## src/hw/rtl/sorted_key_count_table_macros.svh

```systemverilog
// assertion macros for the sorted key count table rtl
// depends on nothing; included by the top level, which carries concurrent checks
`ifndef SORTED_KEY_COUNT_TABLE_MACROS_SVH
`define SORTED_KEY_COUNT_TABLE_MACROS_SVH
`ifndef NO_ASSERTIONS
// property checked on every edge outside reset
`define SKTC_ASSERT(name, clk, rst_n, prop, msg) \
	name: assert property (@(posedge clk) disable iff (!rst_n) (prop)) else $error(msg);
// condition that must never hold outside reset
`define SKTC_NEVER(name, clk, rst_n, cond, msg) \
	name: assert property (@(posedge clk) disable iff (!rst_n) !(cond)) else $error(msg);
`else
`define SKTC_ASSERT(name, clk, rst_n, prop, msg)
`define SKTC_NEVER(name, clk, rst_n, cond, msg)
`endif
`endif

```

## src/hw/rtl/sktc_pkg.sv

```systemverilog
// types, codes and saturating arithmetic for the sorted key count table
// depends on nothing; used by sktc_cell, sktc_tree and the top level
`timescale 1ns / 1ps
package sktc_pkg;
	localparam int DEF_CAPACITY = 64;
	localparam int DEF_KEY_BITS = 20;
	localparam int KEY_FIELD_W  = 20;
	localparam int AMT_W        = 31;
	localparam int CNT_W        = 32;
	localparam int S_DATA_W     = 56;

	typedef enum logic [1:0] {
		OP_ADD    = 2'd0,
		OP_REMOVE = 2'd1,
		OP_LOOKUP = 2'd2,
		OP_CLEAR  = 2'd3
	} op_t;

	typedef enum logic [1:0] {
		ST_OK        = 2'd0,
		ST_FULL      = 2'd1,
		ST_NOT_FOUND = 2'd2
	} status_t;

	typedef enum logic [1:0] {
		S_IDLE,
		S_RED,
		S_UPD
	} state_t;

	// broadcast from the controller to every cell
	typedef struct packed {
		logic                    upd;
		logic                    ins;
		logic signed [CNT_W-1:0] new_count;
	} cell_ctl_t;

	function automatic logic signed [CNT_W-1:0] sat_acc(
		input logic signed [CNT_W-1:0] a,
		input logic [AMT_W-1:0]        b,
		input logic                    sub
	);
		logic signed [CNT_W:0] s;
		s = sub ? ($signed({a[CNT_W-1], a}) - $signed({2'b00, b}))
		        : ($signed({a[CNT_W-1], a}) + $signed({2'b00, b}));
		if (s[CNT_W] != s[CNT_W-1]) begin
			return s[CNT_W] ? {1'b1, {(CNT_W-1){1'b0}}} : {1'b0, {(CNT_W-1){1'b1}}};
		end
		return s[CNT_W-1:0];
	endfunction
endpackage

```

## src/hw/rtl/sktc_cell.sv

```systemverilog
// one slot of the sorted chain: key, count, compare and shift from neighbour
// depends on sktc_pkg
`timescale 1ns / 1ps
module sktc_cell #(
	parameter int IDX      = 0,
	parameter int KEY_BITS = sktc_pkg::DEF_KEY_BITS,
	parameter int UW       = 7
) (
	input  logic                             clk,
	input  logic [KEY_BITS-1:0]              key,
	input  logic [UW-1:0]                    used,
	input  sktc_pkg::cell_ctl_t              ctl,
	input  logic                             prev_lt,
	input  logic [KEY_BITS-1:0]              prev_key,
	input  logic signed [sktc_pkg::CNT_W-1:0] prev_count,
	output logic                             lt,
	output logic                             eq,
	output logic [KEY_BITS-1:0]              key_out,
	output logic signed [sktc_pkg::CNT_W-1:0] count_out
);
	import sktc_pkg::*;

	logic [KEY_BITS-1:0]     key_q;
	logic signed [CNT_W-1:0] count_q;
	logic                    occ;

	assign occ       = UW'(IDX) < used;
	assign lt        = occ && (key_q < key);
	assign eq        = occ && (key_q == key);
	assign key_out   = key_q;
	assign count_out = count_q;

	always_ff @(posedge clk) begin
		if (ctl.upd && eq) begin
			count_q <= ctl.new_count;
		end else if (ctl.ins && prev_lt && !lt) begin
			key_q   <= key;
			count_q <= ctl.new_count;
		end else if (ctl.ins && !prev_lt) begin
			key_q   <= prev_key;
			count_q <= prev_count;
		end
	end
endmodule

```

## config.mk

```make
export PLATFORM = sky130hd
export DESIGN_NAME = sktc_cell
export DESIGN_NICKNAME = d
export VERILOG_FILES = /design/src/hw/rtl/sorted_key_count_table_macros.svh /design/src/hw/rtl/sktc_pkg.sv /design/src/hw/rtl/sktc_cell.sv
export SDC_FILE = /design/constraint.sdc
export NUM_CORES = 1
export LEC_CHECK = 0
export BUFFER_PORTS_ARGS = -buffer_cell sky130_fd_sc_hd__clkbuf_2
export CAP_MARGIN = 20
export CORE_UTILIZATION = 49
export CTS_CLUSTER_DIAMETER = 120
export DETAILED_ROUTE_END_ITERATION = 12
export PLACE_DENSITY = 0.85
export RECOVER_POWER = 50
export SYNTH_ARGS = -nofsm -noshare
export SYNTH_HDL_FRONTEND = slang
export SYNTH_SLANG_ARGS = --single-unit
```

## constraint.sdc

```tcl
create_clock -name clk -period 6.25 [get_ports clk]
set_input_delay 1.25 -clock clk [delete_from_list [all_inputs] [get_ports clk]]
set_output_delay 1.25 -clock clk [all_outputs]
set_load 0.01 [all_outputs]
```

==> results of run 1 <==
power by group through the flow:
stage | Combinational [mW] | Clock (mW) | Sequential, mW
floorplan | 0.131 | 0 | 0.459
global placement | 0.249 | 0 | 0.444
detailed placement | 0.261 | 0 | 0.445
CTS | 0.262 | 0.200 | 0.438
global route | 0.294 | 0.212 | 0.439
finish | 0.269 | 0.198 | 0.436
metal layers:
| metal | GRT usage (%) | up-vias | share of wire [%] |
|---|---|---|---|
| li1 | - | 1957 | - |
| met1 | 35.4 | 1997 | 37 |
| met2 | 49.2 | 314 | 49 |
| met3 | 6.88 | 50 | 10 |
| met4 | 14.2 | 0 | 3.5 |
| met5 | 0 | - | 0 |
area by class of cell:
type,instances,area (um2)
Multi-Input combinational cell,312,2180
Tap cell,102,128
Clock buffer,5,68.8
Fill cell,688,2790
Timing Repair Buffer,181,941
Clock inverter,3,18.8
Sequential cell,52,1560
Inverter,22,82.6
placed cells by master (no fill, tap or decap), drive strengths merged:
cell	Yosys	routed
edfxtp	52	52
o21a	2	2
nor2b	1	1
buf	9	11
a21oi	40	40
nand2	39	39
nor4	3	3
a2bb2oi	1	1
inv	22	22
a211oi	2	2
and2	1	1
o211ai	32	32
a221o	1	1
a31oi	2	2
or4	1	1
nand4	5	5
a21o	3	3
mux2	20	20
a221oi	33	33
ha	20	20
o211a	1	1
and3	32	32
clkinv	0	1
nand3	32	32
o2bb2ai	1	1
o21ai	35	35
nor2	2	2
clkbuf	30	175
clkinvlp	0	2
nor3	3	3
cells in the mapped netlist (18+ instances only):
library cell  number  area [um2]
edfxtp_1          52        1560
a21oi_1           40         200
nand2_1           39         146
o21ai_0           34         170
a221oi_1          33         289
and3_1            32         200
nand3_1           32         160
o211ai_1          32         240
clkbuf_1          30         113
inv_1             22        82.6
ha_1              20         250
mux2_2            18         203
worst max-delay path, cell delays in order:
cell and delay (ns):
clkbuf_2 0.10, inv_1 0.05, ha_1 0.31, nand4_1 0.38, nor4_4 0.37, clkbuf_1 1.20
nand2_1 0.31, clkbuf_1 0.73, nand2_1 0.28, a21oi_2 0.12, buf_8 0.22
logic make-up after synthesis:
| family | count (synthesis) |
|---|---|
| AOI/OAI and AO/OA | 153 |
| adders and majority gates | 20 |
| buffers and inverters | 61 |
| DFF | 52 |
| muxes | 20 |
| and+or+nand+nor | 119 |
flip-flops by register name, summed over array words and instances, names as in the netlist:
name	count
key_out	20
count_out	32
how the worst max path moves through the flow:
stage	from	end	slack, ns
6_report	key[18]	key_out[3]$_DFFE_PP_	0.98
5_1_grt	key[18]	key_out[3]$_DFFE_PP_	0.75
4_1_cts	key[18]	lt	1.68
3_5_place_dp	key[18]	lt	1.68
3_3_place_gp	key[17]	lt	1.73
2_1_floorplan	key[15]	count_out[0]$_DFFE_PP_	1.43
==> results.json, run 1 <==
{
  "cts.clk_slew.worst_paths_ns": 0.10,
  "synthXorXnorAreaFrac_pct": 0,
  "portBuffers": 168,
  "globalRouteOverflowTotal": 0,
  "post-place-ws_ns": 1.68,
  "clockRootBuffer": "clkbuf_8",
  "grt_pass1_wl_um": 19600,
  "p_sw_mw": 0.287,
  "drv_cap": 2,
  "io_pins": 169,
  "ff2ff_setup_slack_ns": 1.60,
  "clockBufferDepth": 2,
  "yosys.area_share.simple_pct": 16.3,
  "critical_path_arrival_ns": 5.34,
  "relSlewSlack_pct": -7.85,
  "fin_area_mm2": 0.00498,
  "ctsHoldBuffers": 0,
  "layout_setup_ws_ns": 0.979,
  "syn-instance-count": 425,
  "critPathMaxFanout": 34,
  "cts_buffers": 5,
  "yosys_most_used_dff": "edfxtp_1",
  "intPower_mw": 0.616,
  "postCtsSetupBuffers": 0,
  "routed_wl_um": 12400,
  "diodes": 0,
  "dp_hpwl_um": 8570,
  "min_from": "prev_key[5]",
  "regToRegEndpoint": "key_out[3]$_DFFE_PP_",
  "synthesis.area_mm2": 0.00394,
  "ys_ff_latch": 52,
  "synthAdderAreaFrac_pct": 6.36,
  "holdPathStages": 2,
  "pwr-share-clk_pct": 21.9,
  "vias_per_cell": 6.38,
  "placed_cell_area_mm2": 0.00489,
  "hold_path_end": "key_out[5]$_DFFE_PP_",
  "fin_crit_ns": 5.27,
  "syn_to_final_growth_pct": 26.5,
  "powerDensity_mw_per_mm2": 181,
  "gp_congestion": 0.846,
  "postSynth.asyncResetShare_pct": 0,
  "nNetsFinal": 709,
  "cts.repair.resized": 0,
  "utilization_pct": 64.1,
  "regToRegStartpoint": "key_out[18]$_DFFE_PP_",
  "cts_sinks": 52,
  "irDropWorstVdd_uv": 103,
  "hold_violations": 0,
  "grt_util_all_layers_pct": 29.3,
  "synth-edff-count": 52,
  "violations": "capacitance limit, slew limit",
  "status": "complete, but fails checks",
  "finClkSkew_ns": 0.00671,
  "min-delay-path-class": "input port to register",
  "die_w_um": 91.6,
  "synth.distinct_cells": 34,
  "num_rows": 32,
  "worst_slew_pin_slew_ns": 1.62,
  "synth_compound_area_share_pct": 25.7,
  "dieArea_mm2": 0.00840,
  "clk_latency_ns": 0.30,
  "placed_cells": 665,
  "syn-num-nets": 560,
  "syn_area_per_cell_um2": 9.26,
  "setup_viol": 0,
  "fin_hold_ws_ns": 1.22,
  "min_period_over_period_pct": 84.3,
  "grt_pass1_vias": 4205,
  "ant_nets": 0,
  "finalNonFillerCells": 677,
  "synth_top_family_by_area": "compound AO/OA/AOI/OAI gates",
  "grt_max_degree": 36,
  "antenna_found_initial": 0,
  "cp_data_required_time_ns": 6.32,
  "detail_route.iter0.violations": 312,
  "cp-end-kind": "register",
  "total_power_mw": 0.903,
  "power_frac_seq_pct": 48.3,
  "slew_viol_final": 69,
  "ys_warn_count": 0,
  "vias": 4318,
  "htree_levels": 2,
  "setup-tns-final_ns": 0,
  "drt-pass1-iter-count": 5,
  "p_comb_share_pct": 29.8,
  "core-area_mm2": 0.00777,
  "avgRoutedWirePerCell_um": 18.4,
  "route.detailed.drc": 0,
  "clock.fmax_mhz": 190,
  "seq_area_frac_synth_pct": 39.7,
  "power.leakage_nw": 2.19,
  "reg2reg_depth": 9,
  "drive_above_1_share_pct": 28.0,
  "synthMuxAreaShare_pct": 5.72,
  "tritoncts": "built",
  "cp-start-kind": "input port",
  "p_sw_share_pct": 31.8,
  "fp.dieH_um": 91.6,
  "critPathKind": "input port to register",
  "initial_core_util_pct": 50.7,
  "rsz0062_at_grt": "no"
}
No activity file was read; power rests on OpenSTA's default activity.
==> inputs of run 2 (changes only) <==
==> constraint.sdc (replaced) <==
create_clock -name clk -period 4.9 [get_ports clk]
set_input_delay 0.98 -clock clk [delete_from_list [all_inputs] [get_ports clk]]
set_output_delay 0.98 -clock clk [all_outputs]
set_load 0.01 [all_outputs]
==> run 2 against run 1 <==
  * The run now ends clean
  * Utilization is 0.69 points lower
  * Largest cell class unchanged
  * Global-route usage up 1.1 points
  * Critical path depth unchanged
  * Combinational power rose by 23%
  * First-iteration DRC count up 12%
  * Clock skew grew 0.0022 ns
==> results.json, run 2 (synthesis results as in run 1) <==
{
  "status": "completed",
  "diodes": 0,
  "path_cells": "clkbuf_1 > inv_1 > ha_1 > nand4_1 > nor4_1 > clkbuf_1 > nand2_1 > buf_4 > nand2_1 > a21oi_1 > buf_4",
  "clock.fmax_mhz": 236,
  "htree_levels": 2,
  "vias_per_cell": 6.42,
  "antenna_found_initial": 0,
  "grt_max_degree": 36,
  "nNetsFinal": 710,
  "fin_crit_ns": 4.24,
  "gp_congestion": 0.858,
  "total_power_mw": 1.19,
  "vias": 4355,
  "tritoncts": "built",
  "avgRoutedWirePerCell_um": 18.7,
  "clockBufferDepth": 2,
  "io_pins": 169,
  "dp_hpwl_um": 8810,
  "crit_path_top_delay_cell": "clkbuf_1",
  "cp_data_required_time_ns": 4.96,
  "cts.clk_slew.worst_paths_ns": 0.10,
  "largest_register_ffs": 32,
  "finClkSkew_ns": 0.00891,
  "regToRegStartpoint": "key_out[15]$_DFFE_PP_",
  "ctsHoldBuffers": 0,
  "hold_violations": 0,
  "core-area_mm2": 0.00777,
  "drt-pass1-iter-count": 5,
  "grt_pass1_vias": 4294,
  "cts_sinks": 52,
  "power.leakage_nw": 2.17,
  "fp.dieH_um": 91.6,
  "clockRootBuffer": "clkbuf_8",
  "cp-end-kind": "register",
  "max_stage_delay_ns": 0.88,
  "holdPathStages": 2,
  "hold_path_end": "key_out[2]$_DFFE_PP_",
  "route.detailed.drc": 0,
  "postCtsSetupBuffers": 0,
  "portBuffers": 168,
  "final_common_cell": "clkbuf_2",
  "setup-tns-final_ns": 0,
  "ant_nets": 0,
  "die_w_um": 91.6,
  "critical_path_arrival_ns": 4.30,
  "relSlewSlack_pct": 25.8,
  "grt_pass1_wl_um": 20500,
  "clk_latency_ns": 0.31,
  "worst_slew_pin_slew_ns": 1.11,
  "grt_util_all_layers_pct": 30.4,
  "cts_buffers": 5,
  "num_rows": 32,
  "slew_viol_final": 0,
  "drv_cap": 0,
  "globalRouteOverflowTotal": 0,
  "min-delay-path-class": "input port to register",
  "rsz0062_at_grt": "no",
  "routed_wl_um": 12700,
  "regToRegEndpoint": "key_out[9]$_DFFE_PP_",
  "critPathMaxFanout": 33,
  "ff2ff_setup_slack_ns": 1.02,
  "cts.repair.resized": 0,
  "initial_core_util_pct": 50.7,
  "critPathKind": "input port to register",
  "reg2reg_depth": 9,
  "drive_above_1_share_pct": 28.1,
  "min_from": "prev_key[2]",
  "detail_route.iter0.violations": 349,
  "setup_viol": 0,
  "cp-start-kind": "input port",
  "min_period_over_period_pct": 86.6,
  "powerDensity_mw_per_mm2": 243,
  "irDropWorstVdd_uv": 130,
  "dieArea_mm2": 0.00840,
  "syn_to_final_growth_pct": 25.1,
  "mostFrequentLayoutCells": "115 x clkbuf_2, 54 x clkbuf_1, 52 x edfxtp_1"
}
run 2: final cells by class:
| class | instances | area, um2 |
|---|---|---|
| Clock buffer | 5 | 68.8 |
| Clock inverter | 3 | 42.5 |
| Fill cell | 691 | 2840 |
| Inverter | 22 | 82.6 |
| Multi-Input combinational cell | 312 | 2170 |
| Sequential cell | 52 | 1560 |
| Tap cell | 102 | 128 |
| Timing Repair Buffer | 182 | 876 |
run 2: per-stage QoR:
stage                     cells  hold slack [ns]  utilization [%]  worst slack, ns  area, um2
after floorplan             425             1.04                -            0.348       3940
after global placement      670             1.28             63.1            0.974       4900
after detailed placement    670             1.29             63.1            0.929       4900
after CTS                   678            0.966             64.6            0.928       5010
after global routing        678            0.961             63.4            0.493       4930
final                       678            0.971             63.4            0.657       4930
run 2: power by group:
group / internal [mW] / switching [mW] / total (mW)
logic: 0.134 / 0.196 / 0.331
clock network: 0.152 / 0.155 / 0.307
registers: 0.542 / 0.0153 / 0.558
run 2: critical path: cells and delay by family:
family | cells | cell delay [ns]
adders and majority gates | 1 | 0.31
AOI/OAI and AO/OA | 1 | 0.16
and+or+nand+nor | 4 | 1.14
buffers and inverters | 5 | 1.70
run 2: per-layer routing:
metal,track usage [%],up-vias,share of wire [%]
met1,39.4,2047,39
met4,13.0,0,2.5
met5,0,-,0
met2,51.3,313,49
li1,-,1957,-
met3,3.73,38,9.7
run 2: worst max path at each step:
stage	from	to	slack, ns	cells after the start
2_1_floorplan	key[15]	count_out[0]$_DFFE_PP_	0.35	9
3_3_place_gp	key[17]	lt	0.97	8
3_5_place_dp	key[15]	key_out[5]$_DFFE_PP_	0.93	9
4_1_cts	key[15]	lt	0.93	8
5_1_grt	key[15]	count_out[30]$_DFFE_PP_	0.49	9
6_report	key[15]	key_out[9]$_DFFE_PP_	0.66	11
==> inputs of run 3 (changes only) <==
--- a/config.mk
+++ b/config.mk
@@ -7,10 +7,10 @@
 export LEC_CHECK = 0
 export BUFFER_PORTS_ARGS = -buffer_cell sky130_fd_sc_hd__clkbuf_2
 export CAP_MARGIN = 20
-export CORE_UTILIZATION = 49
+export CORE_UTILIZATION = 40
 export CTS_CLUSTER_DIAMETER = 120
 export DETAILED_ROUTE_END_ITERATION = 12
-export PLACE_DENSITY = 0.85
+export PLACE_DENSITY = 0.72
 export RECOVER_POWER = 50
 export SYNTH_ARGS = -nofsm -noshare
 export SYNTH_HDL_FRONTEND = slang
==> run 3 against run 2 <==
  * The run now ends with capacitance limit, slew limit left
  * Fmax fell by 3.6%
  * Global-route usage shrank 5.9 points
  * Final cell count rose by 3.5%
  * Largest power group unchanged
  * Hold slack worse by 0.013 ns
  * Critical path type unchanged
  * Sequential power about the same
==> results.json, run 3 (synthesis results as in run 1) <==
{
  "cp-start-kind": "input port",
  "hold_path_end": "key_out[18]$_DFFE_PP_",
  "finClkSkew_ns": 0.00999,
  "avgRoutedWirePerCell_um": 17.9,
  "routed_wl_um": 12600,
  "regToRegEndpoint": "count_out[6]$_DFFE_PP_",
  "critPathKind": "input port to register",
  "min_from": "prev_key[18]",
  "max_stage_delay_ns": 1.15,
  "dieArea_mm2": 0.0102,
  "mostFrequentLayoutCells": "116 x clkbuf_2, 53 x clkbuf_1, 52 x edfxtp_1",
  "critPathMaxFanout": 34,
  "worst_slew_pin_slew_ns": 1.57,
  "largest_register_ffs": 32,
  "grt_pass1_wl_um": 19800,
  "clk_latency_ns": 0.31,
  "placed_cell_area_mm2": 0.00494,
  "io_pins": 169,
  "dp_hpwl_um": 8610,
  "ctsHoldBuffers": 0,
  "violations": "capacitance limit, slew limit",
  "clockRootBuffer": "clkbuf_8",
  "drv_cap": 1,
  "tritoncts": "built",
  "min-delay-path-class": "input port to register",
  "vias": 4181,
  "diodes": 0,
  "utilization_pct": 52.8,
  "setup-tns-final_ns": 0,
  "fin_area_mm2": 0.00495,
  "final_common_cell": "clkbuf_2",
  "holdPathStages": 2,
  "relSlewSlack_pct": -4.54,
  "cts_sinks": 52,
  "regToRegStartpoint": "key_out[17]$_DFFE_PP_",
  "hold_violations": 0,
  "fin_crit_ns": 4.40,
  "num_rows": 35,
  "nNetsFinal": 707,
  "crit_path_top_delay_cell": "clkbuf_1",
  "cts.clk_slew.worst_paths_ns": 0.10,
  "vias_per_cell": 5.96,
  "drive_above_1_share_pct": 27.9,
  "status": "complete, but fails checks",
  "grt_util_all_layers_pct": 24.6,
  "min_period_over_period_pct": 89.8,
  "reg2reg_depth": 8,
  "cts.repair.resized": 0,
  "portBuffers": 168,
  "cp_data_required_time_ns": 5.03,
  "power.leakage_nw": 2.16,
  "detail_route.iter0.violations": 396,
  "grt_max_degree": 36,
  "ff2ff_setup_slack_ns": 0.87,
  "setup_viol": 0,
  "initial_core_util_pct": 42.0,
  "clockBufferDepth": 2,
  "grt_pass1_vias": 4050,
  "route.detailed.drc": 0,
  "path_cells": "clkbuf_2 > inv_1 > ha_1 > nand4_1 > nor4_4 > buf_4 > and2_0 > clkbuf_1 > a221oi_1 > o211ai_1",
  "irDropWorstVdd_uv": 132,
  "cts_buffers": 5,
  "gp_congestion": 0.837,
  "syn_to_final_growth_pct": 25.8,
  "antenna_found_initial": 0,
  "postCtsSetupBuffers": 0,
  "slew_viol_final": 33,
  "core-area_mm2": 0.00937,
  "fp.dieH_um": 101,
  "fin_hold_ws_ns": 0.958,
  "clock.fmax_mhz": 227,
  "die_w_um": 101,
  "drt-pass1-iter-count": 7,
  "total_power_mw": 1.14,
  "rsz0062_at_grt": "no",
  "worstSetupStartpoint": "key[19]",
  "globalRouteOverflowTotal": 0,
  "ant_nets": 0,
  "cp-end-kind": "register",
  "powerDensity_mw_per_mm2": 230,
  "htree_levels": 2,
  "critical_path_arrival_ns": 4.54
}
run 3: cell types whose count changed in the layout (fill, tap and decap cells not counted), sizes merged:
cell	previous run	this run
bufinv	1	0
clkinvlp	1	2
buf	13	10
run 3: area by class of cell:
| class | instances | area [um2] |
|---|---|---|
| multi-input cells | 312 | 2190 |
| clock inverters | 3 | 18.8 |
| clock buffers | 5 | 68.8 |
| fillers | 922 | 4420 |
| well taps | 129 | 161 |
| repair buffers | 179 | 867 |
| inverters | 22 | 82.6 |
| flip-flops and latches | 52 | 1560 |
run 3: per-layer routing:
layer / routed length, um / GRT usage (%) / share of wire, %
met1: 4980 / 31.4 / 40
met2: 6190 / 42.4 / 49
met3: 1220 / 4.28 / 9.7
met4: 195 / 7.69 / 1.5
met5: 0 / 0 / 0
run 3: stage by stage:
stage | worst slack [ns] | instances
finish | 0.498 | 702
global route | 0.334 | 702
CTS | 0.781 | 702
detailed placement | 0.779 | 694
global placement | 0.888 | 694
floorplan | 0.348 | 425
run 3: critical path, delay by kind of cell:
| kind | cells | cell delay [ns] |
|---|---|---|
| compound gates | 2 | 0.48 |
| buf+inv | 4 | 1.70 |
| fa+ha+maj | 1 | 0.31 |
| simple gates | 3 | 1.05 |
run 3: where the power goes:
| part | switching (mW) | internal [mW] |
|---|---|---|
| Sequential | 0.0144 | 0.542 |
| Combinational | 0.197 | 0.134 |
| Clock | 0.155 | 0.0992 |
| Total | 0.366 | 0.775 |
run 3: worst max path at each step:
stage	end	slack, ns
floorplan	count_out[0]$_DFFE_PP_	0.35
global placement	key_out[18]$_DFFE_PP_	0.89
detailed placement	lt	0.78
CTS	lt	0.78
global route	count_out[5]$_DFFE_PP_	0.33
finish	count_out[6]$_DFFE_PP_	0.50
